[src/rtl/lz77_block_decompressor_defines.svh]
// Assertion macros used by the LZ77 block decompressor datapath.
`ifndef LZ77_BLOCK_DECOMPRESSOR_DEFINES_SVH
`define LZ77_BLOCK_DECOMPRESSOR_DEFINES_SVH

// Same-cycle implication, disabled while reset is asserted.
`define LZ77BD_ASSERT_IMP(lbl, clk, rstn, ante, cons, msg) \
    lbl: assert property (@(posedge clk) disable iff (!rstn) (ante) |-> (cons)) \
        else $error(msg);

// Next-cycle implication, disabled while reset is asserted.
`define LZ77BD_ASSERT_NXT(lbl, clk, rstn, ante, cons, msg) \
    lbl: assert property (@(posedge clk) disable iff (!rstn) (ante) |=> (cons)) \
        else $error(msg);

`endif

[src/rtl/lz77bd_pkg.sv]
// Package: constants and controller/datapath types of the LZ77 block decompressor.
`default_nettype none

package lz77bd_pkg;

    localparam int HISTORY_BYTES_DEF = 4096;
    localparam int BYTE_W            = 8;
    localparam int MAX_DIST          = 4096;
    localparam int PROD_W            = 13;
    localparam int DIST_W            = 12;
    localparam int LEN_SHIFT         = 12;
    localparam int MIN_MATCH         = 3;
    localparam int LEN_W             = 5;
    localparam int POS_W             = 4;

    localparam logic [DIST_W-1:0] DIST_MASK      = 12'hFFF;
    localparam logic [POS_W-1:0]  FLAG_POS_EMPTY = 4'd8;

    typedef struct packed {
        logic load_flags;
        logic adv_flag;
        logic take_low;
        logic clear_pending;
        logic emit_literal;
        logic emit_marker;
        logic start_copy;
        logic issue;
        logic restart_parse;
        logic restart_ring;
    } t_dp_cmd;

    typedef struct packed {
        logic pair_pending;
        logic need_ctrl;
        logic flag_bit;
        logic ref_ok;
        logic in_last;
        logic s1_valid;
        logic s1_adv;
        logic out_free;
        logic rem_one;
    } t_dp_status;

endpackage

`default_nettype wire

[src/rtl/lz77bd_ctrl.sv]
// Controller: request parsing decisions and the back-reference copy sequencer.
`default_nettype none

module lz77bd_ctrl (
    input  wire logic                   i_clk,
    input  wire logic                   i_rst_n,
    input  wire logic                   i_in_valid,
    output logic                        o_in_ready,
    input  wire lz77bd_pkg::t_dp_status i_status,
    output lz77bd_pkg::t_dp_cmd         o_cmd
);
    import lz77bd_pkg::*;

    typedef enum logic [1:0] {
        ST_IDLE = 2'b01,
        ST_COPY = 2'b10
    } t_state;

    t_state r_state;
    t_state n_state;

    always_comb begin
        o_cmd      = '0;
        o_in_ready = 1'b0;
        n_state    = r_state;
        unique case (r_state)
            ST_IDLE: begin
                // take a request only when the copy stage is empty and a result slot is free
                o_in_ready = !i_status.s1_valid && i_status.out_free;
                if (i_in_valid && o_in_ready) begin
                    if (i_status.pair_pending) begin
                        o_cmd.clear_pending = 1'b1;
                        if (i_status.ref_ok) begin
                            o_cmd.start_copy = 1'b1;
                            n_state          = ST_COPY;
                        end else if (i_status.in_last) begin
                            o_cmd.emit_marker = 1'b1;
                        end
                    end else if (i_status.need_ctrl) begin
                        o_cmd.load_flags  = 1'b1;
                        o_cmd.emit_marker = i_status.in_last;
                    end else begin
                        o_cmd.adv_flag = 1'b1;
                        if (i_status.flag_bit) begin
                            o_cmd.take_low    = 1'b1;
                            o_cmd.emit_marker = i_status.in_last;
                        end else begin
                            o_cmd.emit_literal = 1'b1;
                        end
                    end
                    if (i_status.in_last) begin
                        o_cmd.restart_parse = 1'b1;
                        // a copy clears the ring pointers after its final byte
                        o_cmd.restart_ring  = !o_cmd.start_copy;
                    end
                end
            end
            ST_COPY: begin
                o_cmd.issue = !i_status.s1_valid || i_status.s1_adv;
                if (o_cmd.issue && i_status.rem_one) begin
                    n_state = ST_IDLE;
                end
            end
            default: begin
                n_state = ST_IDLE;
            end
        endcase
    end

    always_ff @(posedge i_clk) begin
        if (!i_rst_n) begin
            r_state <= ST_IDLE;
        end else begin
            r_state <= n_state;
        end
    end

endmodule

`default_nettype wire

[config.mk]
export PLATFORM = sky130hd
export DESIGN_NAME = lz77bd_ctrl
export DESIGN_NICKNAME = d
export VERILOG_FILES = /design/src/rtl/lz77_block_decompressor_defines.svh /design/src/rtl/lz77bd_pkg.sv /design/src/rtl/lz77bd_ctrl.sv
export SDC_FILE = /design/constraint.sdc
export NUM_CORES = 1
export LEC_CHECK = 0
export BUFFER_PORTS_ARGS = -buffer_cell sky130_fd_sc_hd__buf_2
export CORE_AREA = 10 10 47 49
export CTS_CLUSTER_SIZE = 30
export DETAILED_ROUTE_END_ITERATION = 12
export DIE_AREA = 0 0 57 59
export MAX_ROUTING_LAYER = met4
export PLACE_DENSITY = 0.4
export SETUP_SLACK_MARGIN = 0.05
export SLEW_MARGIN = 40
export SYNTH_ARGS = -nofsm -noshare
export SYNTH_HDL_FRONTEND = slang
export SYNTH_SLANG_ARGS = --single-unit
[constraint.sdc]
create_clock -name i_clk -period 1.2 [get_ports i_clk]
set_input_delay 0.18 -clock i_clk [delete_from_list [all_inputs] [get_ports i_clk]]
set_output_delay 0.18 -clock i_clk [all_outputs]
set_load 0.02 [all_outputs]
==> metrics.md <==
| Metric | Value |
|---|---|
| Fillcell total | ~150 |
| Critical Path End Type | output pin |
| VDD IR max | 467 µV |
| Crit share post-route | 1.30 |
| CP max FO | 4 |
| Clock Skews | approximately 7.8 ps |
| Warnings, synthesis | 0 |
| All-Layer GR Usage | 0.0660 |
| Die Width | 57 µm |
| Main combinational cell family by area after synthesis | simple AND/OR/NAND/NOR gates |
| Cells after Synth | 23 |
| Minimum clock period | about 1600 ps |
| Post-DP HPWL | between 700 and 800 µm |
| Setup violations, final | 13 |
| Met3 Usage GRT | 0.0322 |
| Yosys cell types | 17 |
| TritonCTS buffer count | 3 |
| CTS tree | done |
| #FFs+latches synth | 2 |
| Maxcap violations | 0 |
| Relative slew margins | 0.865 |
| EDFF count, synth | 0 |
| DR iter-0 viols | 2 |
| Placement Setup Slack | -164 ps |
| M2 GR Usage | 0.0899 |
| Register Area | 42.5 µm² |
| Peak Freq | around 640 MHz |
| Hold Violations, Final | 0 |
| Largest net degree at the start of global routing | 8 |
| Power density cells | roughly 600 nW/µm² |
| Worst endpoint required time | between 1000 and 1500 ps |
| Failing checks | negative setup slack |
| WL final | 1000 µm |
| Area Growth Syn to Fin | 169% |
| 1st-pass router iterations | 3 |
| GR Layer Usage met1 | 0.0720 |
| Post-CTS Hold Buffers | 0 |
| # diodes | 0 |
| Compound-Gate Fraction of Synth Area | 0.154 |
| Leakage | 0.000271 µW |
| Core region area | between 1000 and 1500 µm² |
| Placer congestion estimate | approximately 0.66 |
| Global-route wire length before repair | 1710 µm |
| Top FF cell, synth | dfxtp_1 |
| Xor/xnor cell area share of the yosys netlist | 0 |
| Nets | 70 |
| Row cnt | 14 |
| Largest register FFs | 2 |
| Worst-skew pair later-pin latency | about 230 ps |
| CP Class | reg2out |
| Grt total ovfl | 0 |
| RSZ-0062 raised after global routing | true |
| CP arrival | around 1400 ps |
| Clock root buffer | clkbuf_4 |
| Sequential area share after synthesis | 0.205 |
| Final ANT Viol Nets | 0 |
| Avg Inst Size Synth | 8.49 µm² |
| Via count | 314 |
| Asr flop ratio synth | 0 |
| Post-route setup slack | -364 ps |
| Via density | approximately 4.4 |
| Clock sink total | 2 |
| Actual slew at the worst max-slew pin | 203 ps |
| TNS Setup | -3120 ps |
| Starting Density | 0.139 |
| CTS max path bufs | 2 |
| Reg clk slew, reported paths | roughly 30 ps |
| Synth Area in Simple Gates | 0.603 |
| GR peak layer | met2 |
| DR WL/cell | 13.9 µm |
| Max H-tree Level | 1 |
| Post-synthesis adder-cell area fraction | 0 |
| Mapped Nets | 35 |
| Most flops, register | r_state |
| Startpoint Class | register |
| Multi-input gate area | 201 µm² |
| IO Count | 23 |
| Area leader, netlist | dfxtp_1 |
| Vias in the first global route | 369 |
| Die H | 59 µm |
| Initial antenna violation count | 0 |
| Max Slew Vio Count | 0 |
| Number of I/O port buffers | 22 |
| Top post-synthesis cells by area | dfxtp_1 21%, and4bb_4 8.3%, nor3b_1 7.7% |
| Status | finished, violations left |
| DRC Markers | 0 |
| Share of cells above drive strength 1 | 0.839 |
| Top Registers | r_state (2) |
| Die area | 3360 µm² |
| Synth Cell Area | ~200 µm² |
| Hold Crit Class | in2reg |
| Yosys top cell area share | 0.205 |
| Mux contribution to synthesized area | 0 |
logic make-up after synthesis:
logic type,Yosys count
buf+inv,2
compound gates,3
flops,2
simple gates,16
where the power goes:
part	total (µW)	switching [µW]	internal, µW
Combinational	102	48.7	53.4
Clock	153	42.8	111
Sequential	68.2	0.439	67.8
Total	324	91.9	232
layout make-up:
class                      instances  share of cell area
sequential                         2              0.0810
tap                               16              0.0381
clock buffer                       3              0.0429
timing repair buffer              30               0.440
multi-input combinational         19               0.383
inverter                           2              0.0143
critical path: stages, from the launching register on:
cell and delay [ps]:
dfxtp_2 310, and4bb_4 370, and3_4 200, and3_4 170, buf_6 110
path summary, 6_finish.rpt:
kind                                  start          to  slack, ps  cells past startpoint
worst max-delay path             r_state[1]    o_cmd[4]       -360                      4
worst min-delay path            i_status[5]  r_state[0]        200                      2
worst max register to register   r_state[1]  r_state[0]        -80                      5
worst min register to register   r_state[0]  r_state[0]        770                      4
layout by cell type (no fill, tap or decap), types with 2 or more instances in the layout:
cell	count
dfxtp_2	2
buf_6	9
buf_4	10
clkbuf_4	3
and3_4	2
buf_2	11
inv_1	2
nor3b_2	2
and2_4	2
per-layer routing:
metal | vias up | routed length, µm
met1 | 133 | 481
met5 | - | 0
met4 | 0 | 15
li1 | 155 | -
met3 | 2 | 115
met2 | 24 | 388
through the flow:
step	utilization	cells	hold WS, ps	cell area [µm²]	total power, µW
2_1_floorplan	-	23	302	221	103
3_3_place_gp	0.267	64	469	374	146
3_5_place_dp	0.267	64	463	374	146
4_1_cts	0.346	69	221	485	320
5_1_grt	0.375	72	208	526	350
6_report	0.375	72	202	526	324
repair_timing:
item                                    4_1_cts  5_1_grt
buffers inserted                              2        3
pin swaps                                     3        6
gates resized for setup                      24        4
endpoints found under the setup margin       11       13
(Power assumes the default switching activity.)
